==> config.mk <==
export PLATFORM = sky130hd
export DESIGN_NAME = reflected_gaussian_random_walk_top
export DESIGN_NICKNAME = d
export VERILOG_FILES = /design/src/rtl/rgrw_pkg.sv /design/src/rtl/reflected_gaussian_random_walk_top.sv
export SDC_FILE = /design/constraint.sdc
export NUM_CORES = 1
export LEC_CHECK = 0
export BUFFER_PORTS_ARGS = -buffer_cell sky130_fd_sc_hd__buf_2
export CELL_PAD_IN_SITES_DETAIL_PLACEMENT = 0
export CELL_PAD_IN_SITES_GLOBAL_PLACEMENT = 1
export CORE_MARGIN = 1.5
export CORE_UTILIZATION = 35
export DETAILED_ROUTE_END_ITERATION = 12
export GPL_ROUTABILITY_DRIVEN = 0
export PLACE_DENSITY = 0.59
export RECOVER_POWER = 25
export SYNTH_ARGS = -nofsm -noshare
export SYNTH_HDL_FRONTEND = slang
export SYNTH_SLANG_ARGS = --single-unit
==> constraint.sdc <==
create_clock -name clk -period 34 [get_ports clk]
set_clock_uncertainty 0.05 [all_clocks]
set_input_delay 3.4 -clock clk [delete_from_list [all_inputs] [get_ports clk]]
set_output_delay 3.4 -clock clk [all_outputs]
set_load 0.005 [all_outputs]
==> src/rtl/rgrw_pkg.sv <==
package rgrw_pkg;

  // samples summed into one approximate normal value
  localparam int unsigned SamplesPerNormal = 12;

  localparam int SAMPLE_W  = 16;
  localparam int SUM_W     = 23;
  localparam int CNT_W     = 7;
  localparam int WALK_W    = 17;
  localparam int OFFS_W    = 24;
  localparam int NOISE_W   = 16;
  localparam int GAIN_W    = 18;
  localparam int SCALE_W   = GAIN_W + NOISE_W;
  localparam int CENT_W    = SUM_W + 1;
  localparam int MAG_W     = SUM_W;
  localparam int PROD_W    = MAG_W + SCALE_W;
  localparam int RND_SHIFT = 28;
  localparam int OMAG_W    = PROD_W + 1 - RND_SHIFT;
  localparam int NEXT_W    = OFFS_W + 2;
  localparam int TDATA_W   = 48;

  // integer square root, evaluated at elaboration only
  function automatic logic [63:0] isqrt64(input logic [63:0] v);
    logic [63:0] rem;
    logic [63:0] res;
    logic [63:0] bitv;
    rem  = v;
    res  = 64'd0;
    bitv = 64'd1 << 62;
    for (int i = 0; i < 32; i++) begin
      if (rem >= res + bitv) begin
        rem = rem - (res + bitv);
        res = (res >> 1) + bitv;
      end else begin
        res = res >> 1;
      end
      bitv = bitv >> 2;
    end
    return res;
  endfunction

  // sqrt(12/N) in unsigned Q2.16, rounded to nearest
  localparam logic [63:0] GainRaw =
    (isqrt64((64'd12 << 34) / 64'(SamplesPerNormal)) + 64'd1) >> 1;
  localparam logic [GAIN_W-1:0] NORM_GAIN = GainRaw[GAIN_W-1:0];

  localparam logic [NOISE_W-1:0] NOISE_RESET = 16'd4096;
  localparam logic [63:0] ScaleResetRaw = GainRaw * 64'(NOISE_RESET);
  localparam logic [SCALE_W-1:0] SCALE_RESET = ScaleResetRaw[SCALE_W-1:0];

  localparam logic [63:0] CenterRaw = 64'(SamplesPerNormal) * 64'd32768;
  localparam logic [CENT_W-1:0] SUM_CENTER = CenterRaw[CENT_W-1:0];

  localparam logic [CNT_W-1:0]  GROUP_LAST = CNT_W'(SamplesPerNormal);
  localparam logic [WALK_W-1:0] WALK_ONE   = 17'd65536;
  localparam logic [WALK_W-1:0] WALK_HALF  = 17'd32768;

  localparam logic [OMAG_W-1:0] OMAG_NEG_MAX = OMAG_W'(24'h800000);
  localparam logic [OMAG_W-1:0] OMAG_POS_MAX = OMAG_W'(24'h7fffff);

endpackage

==> src/rtl/reflected_gaussian_random_walk_top.sv <==
// latency: the word that completes a group of samples shows its result on the next cycle
// throughput: one sample word per cycle while s_tready is high, one result per group of samples
// the sum, scale multiply, round, clamp and reflection run in one pass into m_tdata
// s_tready drops only while an untaken result holds the output register
// synchronous reset: walk at one half, sum and count cleared, noise scale 1.0, no result
module reflected_gaussian_random_walk_top (
  input  logic                           clk,
  input  logic                           rst,
  // config register noise_scale, unsigned Q4.12
  input  logic                           cfg_we,
  input  logic [rgrw_pkg::NOISE_W-1:0]   cfg_data,
  // sample stream, tdata: uniform_sample [15:0]
  input  logic                           s_tvalid,
  output logic                           s_tready,
  input  logic [rgrw_pkg::SAMPLE_W-1:0]  s_tdata,
  // result stream, tdata: walk_value [16:0], step_offset [40:17], zero pad [47:41]
  output logic                           m_tvalid,
  input  logic                           m_tready,
  output logic [rgrw_pkg::TDATA_W-1:0]   m_tdata
);

  // state
  logic [rgrw_pkg::SUM_W-1:0]   sample_sum;
  logic [rgrw_pkg::CNT_W-1:0]   sample_count;
  logic [rgrw_pkg::WALK_W-1:0]  current_walk;
  // gain times noise_scale, folded at config time
  logic [rgrw_pkg::SCALE_W-1:0] scale;

  // single pass datapath
  logic                                sample_take;
  logic [rgrw_pkg::SUM_W-1:0]          sample_sum_next;
  logic [rgrw_pkg::CNT_W-1:0]          sample_count_next;
  logic                                group_done;
  logic signed [rgrw_pkg::CENT_W-1:0]  centered;
  logic                                neg;
  logic [rgrw_pkg::CENT_W-1:0]         mag_full;
  logic [rgrw_pkg::MAG_W-1:0]          mag;
  logic [rgrw_pkg::PROD_W-1:0]         prod;
  logic [rgrw_pkg::PROD_W:0]           prod_rnd;
  logic [rgrw_pkg::OMAG_W-1:0]         omag;
  logic [rgrw_pkg::OMAG_W-1:0]         omag_sat;
  logic [rgrw_pkg::OFFS_W-1:0]         offset;
  logic signed [rgrw_pkg::NEXT_W-1:0]  walk_sum;
  logic [rgrw_pkg::NEXT_W-1:0]         walk_neg;
  logic [rgrw_pkg::WALK_W-1:0]         current_walk_next;

  // the output register frees up in the same cycle it is taken
  assign s_tready    = !m_tvalid || m_tready;
  assign sample_take = s_tvalid && s_tready;

  always_comb begin
    sample_sum_next   = sample_sum + rgrw_pkg::SUM_W'(s_tdata);
    sample_count_next = sample_count + rgrw_pkg::CNT_W'(1);
    group_done        = (sample_count_next == rgrw_pkg::GROUP_LAST);

    // center on N/2 and split into sign and magnitude
    centered = $signed({1'b0, sample_sum_next}) - $signed(rgrw_pkg::SUM_CENTER);
    neg      = centered[rgrw_pkg::CENT_W-1];
    mag_full = neg ? rgrw_pkg::CENT_W'(-centered) : rgrw_pkg::CENT_W'(centered);
    mag      = mag_full[rgrw_pkg::MAG_W-1:0];

    // one multiply, then round half away from zero on the magnitude
    prod     = rgrw_pkg::PROD_W'(mag) * rgrw_pkg::PROD_W'(scale);
    prod_rnd = {1'b0, prod}
             + ((rgrw_pkg::PROD_W + 1)'(1) << (rgrw_pkg::RND_SHIFT - 1));
    omag     = prod_rnd[rgrw_pkg::PROD_W:rgrw_pkg::RND_SHIFT];

    // clamp to the signed 24-bit offset range
    if (neg) begin
      omag_sat = (omag > rgrw_pkg::OMAG_NEG_MAX) ? rgrw_pkg::OMAG_NEG_MAX : omag;
      offset   = rgrw_pkg::OFFS_W'(-omag_sat);
    end else begin
      omag_sat = (omag > rgrw_pkg::OMAG_POS_MAX) ? rgrw_pkg::OMAG_POS_MAX : omag;
      offset   = omag_sat[rgrw_pkg::OFFS_W-1:0];
    end

    // step the walk and fold an overshoot back into [0,1] once
    walk_sum = $signed({{(rgrw_pkg::NEXT_W - rgrw_pkg::WALK_W){1'b0}}, current_walk})
             + $signed({{(rgrw_pkg::NEXT_W - rgrw_pkg::OFFS_W){offset[rgrw_pkg::OFFS_W-1]}},
                        offset});
    walk_neg = rgrw_pkg::NEXT_W'(-walk_sum);
    if (walk_sum > $signed(rgrw_pkg::NEXT_W'(rgrw_pkg::WALK_ONE))) begin
      // above one: one minus the fractional part
      current_walk_next = rgrw_pkg::WALK_ONE - {1'b0, walk_sum[15:0]};
    end else if (walk_sum[rgrw_pkg::NEXT_W-1]) begin
      // below zero: fractional part of the negated value
      current_walk_next = {1'b0, walk_neg[15:0]};
    end else begin
      current_walk_next = walk_sum[rgrw_pkg::WALK_W-1:0];
    end
  end

  always_ff @(posedge clk) begin
    if (rst) begin
      sample_sum   <= '0;
      sample_count <= '0;
      current_walk <= rgrw_pkg::WALK_HALF;
      scale        <= rgrw_pkg::SCALE_RESET;
      m_tvalid     <= 1'b0;
    end else begin
      if (cfg_we) begin
        scale <= rgrw_pkg::SCALE_W'(rgrw_pkg::NORM_GAIN) * rgrw_pkg::SCALE_W'(cfg_data);
      end
      // a new result replaces one taken in the same cycle
      if (sample_take && group_done) begin
        m_tvalid <= 1'b1;
      end else if (m_tready) begin
        m_tvalid <= 1'b0;
      end
      if (sample_take) begin
        if (group_done) begin
          // group complete: emit the result word and start a new group
          sample_sum   <= '0;
          sample_count <= '0;
          current_walk <= current_walk_next;
        end else begin
          sample_sum   <= sample_sum_next;
          sample_count <= sample_count_next;
        end
      end
    end
  end

  // result payload, no reset needed
  always_ff @(posedge clk) begin
    if (sample_take && group_done) begin
      m_tdata <= {{(rgrw_pkg::TDATA_W - rgrw_pkg::WALK_W - rgrw_pkg::OFFS_W){1'b0}},
                  offset, current_walk_next};
    end
  end

  // a word that closes a group always produces a result next cycle
  a_group_emits: assert property (@(posedge clk) disable iff (rst)
    sample_take && group_done |=> m_tvalid)
    else $error("completed group gave no result word");

  // the pending result carries the walk value now held in state
  a_walk_matches: assert property (@(posedge clk) disable iff (rst)
    m_tvalid |-> (m_tdata[rgrw_pkg::WALK_W-1:0] == current_walk))
    else $error("result walk value differs from stored walk");

  // the walk never leaves [0,1]
  a_walk_range: assert property (@(posedge clk) disable iff (rst)
    current_walk <= rgrw_pkg::WALK_ONE)
    else $error("walk value above one");

  // an empty group has an empty sum
  a_empty_group: assert property (@(posedge clk) disable iff (rst)
    (sample_count == '0) |-> (sample_sum == '0))
    else $error("sample sum not cleared with count");

endmodule

==> metrics.txt <==
Post-DP HPWL 51200 um; critical path arrival approximately 23 ns; htree depth 3; CP startpoint s_tdata[10]; setup bufs post-CTS 0; Final setup viols 0; clk_lat worst skew roughly 0.41 ns; Final period util approximately 67%; Horiz. Die Dim 251 um; CTS tree yes; final hold violation count 0; RR Endpoint current_walk[7]; metal3 WL 2150 um; area share of the largest cell type after synthesis 27.2%; Main synth FF type dfxtp_1; setup TNS 0 ns; Yosys cell types 107; Compound-Gate Fraction of Synth Area 14.9%; vias in the first global route about 19000; PostCTS Resize Cnt 0; final-layout fill cell count 6340; register area share after synthesis 11.6%; # port buffers 79; # diodes 0; most numerous cell on the critical path o21ai_0; GRT Total Usage 21.5%; Crit-path slowest cell o22a_1; via count 18200; WP data required around 34 ns; reg-to-reg slack, setup 14.00 ns; core area ~60000 um^2; DR WL met2 31600 um; commonest cells in the synthesized netlist inv_1, nand2_1, fa_1; Initial Utilization 35.6%; Clock Tree Root clkbuf_16; Die Y 251 um; simple-gate share of the synthesized area 22.7%; Pre-Repair DR Iteration Count 6; fin nets 3097; critical path type in -> reg; crit-path max FO 37; Relative slew margins 12.3%; most frequent cell after synthesis inv_1; slew at the pin closest to its max-slew limit 1.32 ns; main combinational cell family by area after synthesis adder cells; Reg area 2510 um^2; startpoint types input port; CTS Sinks 105; multiplexer share of the synthesized area 1.60%; uppermost routed layer met4; Synth Instances 2613; worst r2r src sample_sum[10]; hold buffer count at cts 0; Clock Tree Buf Depth 2; largest net degree at the start of global routing 57; DR vias/cell 5.34; Wirelength per Cell 19.2 um; Clock transition at path regs 0.08 ns; detailed router's first-iteration violation count 1053; Synth Area in XOR/XNOR 4.09%; global-route wire length before repair 106000 um; met1 WL 30000 um; Mean Syn Cell Area about 8.3 um^2; CP Capture Type register; RSZ-0062 raised after global routing no; DRT Wirelength 65300 um; DRC Markers 0; Die ar. 63200 um^2; Synth Area in Adders between 30% and 40%; synth warn 0; FP Rows 90; share of flip-flops with an asynchronous set or reset 0%; Period minus WS final between 20 and 25 ns; Boundary Pins just under 90; Area contributors post-synth fa_1, ha_1, inv_1; share of cells above drive strength 1 between 7 and 8%; Num CTS Buffers 9; Critical Path End current_walk[7]; Layout area overhead 6.59%; post-synth top area cell fa_1; fmax ~44 MHz; status complete, no violations; Detail Route Antenna Nets 0; antenna violations before repair 1; FF-to-FF path depth 67; MaxCap Viol Count 0; HP Class reg -> reg; EDFF count, synth 41; grt total ovfl 0; Max Slew Vio Count 0; area of the multi-input gates 17100 um^2; Mapped Area 21600 um^2; critical path's largest stage delay 0.82 ns; Yosys reg bits 105
[flip-flops by register name (all words and copies together) (netlist names)]
signal,count
m_tdata,41
sample_sum,23
current_walk,17
scale,16
sample_count,7
m_tvalid,1
[worst min path at each step]
stage / slack [ns] / startpoint / to / cells past startpoint
2_1_floorplan: 0.39 / sample_sum[0] / sample_sum[0] / 2
3_3_place_gp: 0.39 / sample_sum[0] / sample_sum[0] / 2
3_5_place_dp: 0.40 / sample_sum[0] / sample_sum[0] / 2
4_1_cts: 0.42 / sample_sum[0] / sample_sum[0] / 2
5_1_grt: 0.44 / sample_sum[0] / sample_sum[0] / 2
6_report: 0.41 / sample_sum[0] / sample_sum[0] / 2
[layer usage]
metal  up-vias  GRT usage (%)
li1       8604              -
met1      9157           28.7
met2       340           36.7
met3        91           2.39
met4         0           5.94
met5         -              0
[worst max-delay path, delay by kind of cell]
kind | cells | cell delay, ns
buffers and inverters | 5 | 0.55
AO/OA/AOI/OAI | 29 | 8.21
multiplexers | 1 | 0.26
AND/OR/NAND/NOR | 19 | 4.81
XOR/XNOR | 3 | 0.69
adder cells (fa/ha/maj) | 11 | 4.96
[final cells by class]
| class | instances | area share [%] |
|---|---|---|
| clock buffer | 9 | 0.979 |
| clock inverter | 7 | 0.315 |
| inverter | 374 | 6.10 |
| multi-input combinational | 2005 | 74.3 |
| sequential | 105 | 10.9 |
| tap | 782 | 4.25 |
| timing repair buffer | 125 | 3.13 |
[kinds of logic after synthesis]
kind of cell | after synthesis
and+or+nand+nor | 981
buffers and inverters | 509
AOI/OAI and AO/OA | 443
adders and majority gates | 440
DFF | 105
xor gates and xnor gates | 100
muxes | 34
other | 1
[per-stage QoR]
stage                     setup slack [ns]  instance area [um^2]  instances  hold WS, ns  utilization (%)
final                                11.24                 23000       3407        0.412             37.9
after global routing                  9.47                 23000       3407        0.440             37.9
after detailed placement             10.95                 22700       3391        0.403             37.4
after global placement               11.46                 22700       3391        0.394             37.4
after floorplan                      13.59                 21600       2619        0.386                -
after CTS                            11.30                 23000       3407        0.415             37.9
[cell usage in the layout (no fill, tap or decap), types with 17 or more instances in the layout]
cell      count
dfxtp_1      64
a21o_1       45
nand2_1     356
ha_1        147
nor2b_1      24
and3_1       30
buf_4        46
o21ai_0      68
inv_1       372
or3_1        19
a31oi_1      19
xor2_1       30
buf_2        62
edfxtp_1     41
and2_1      164
nor2_1      156
nand3_1      51
fa_1        293
a22oi_1      18
clkbuf_1     17
nor3_1       44
mux2i_1      30
nand2b_1     27
a21oi_1     123
nand4_1      31
xnor2_1      68
Power is left out: the tool's default activity adds up to more than one toggle a clock period on the data nets, which glitch-free logic cannot reach.
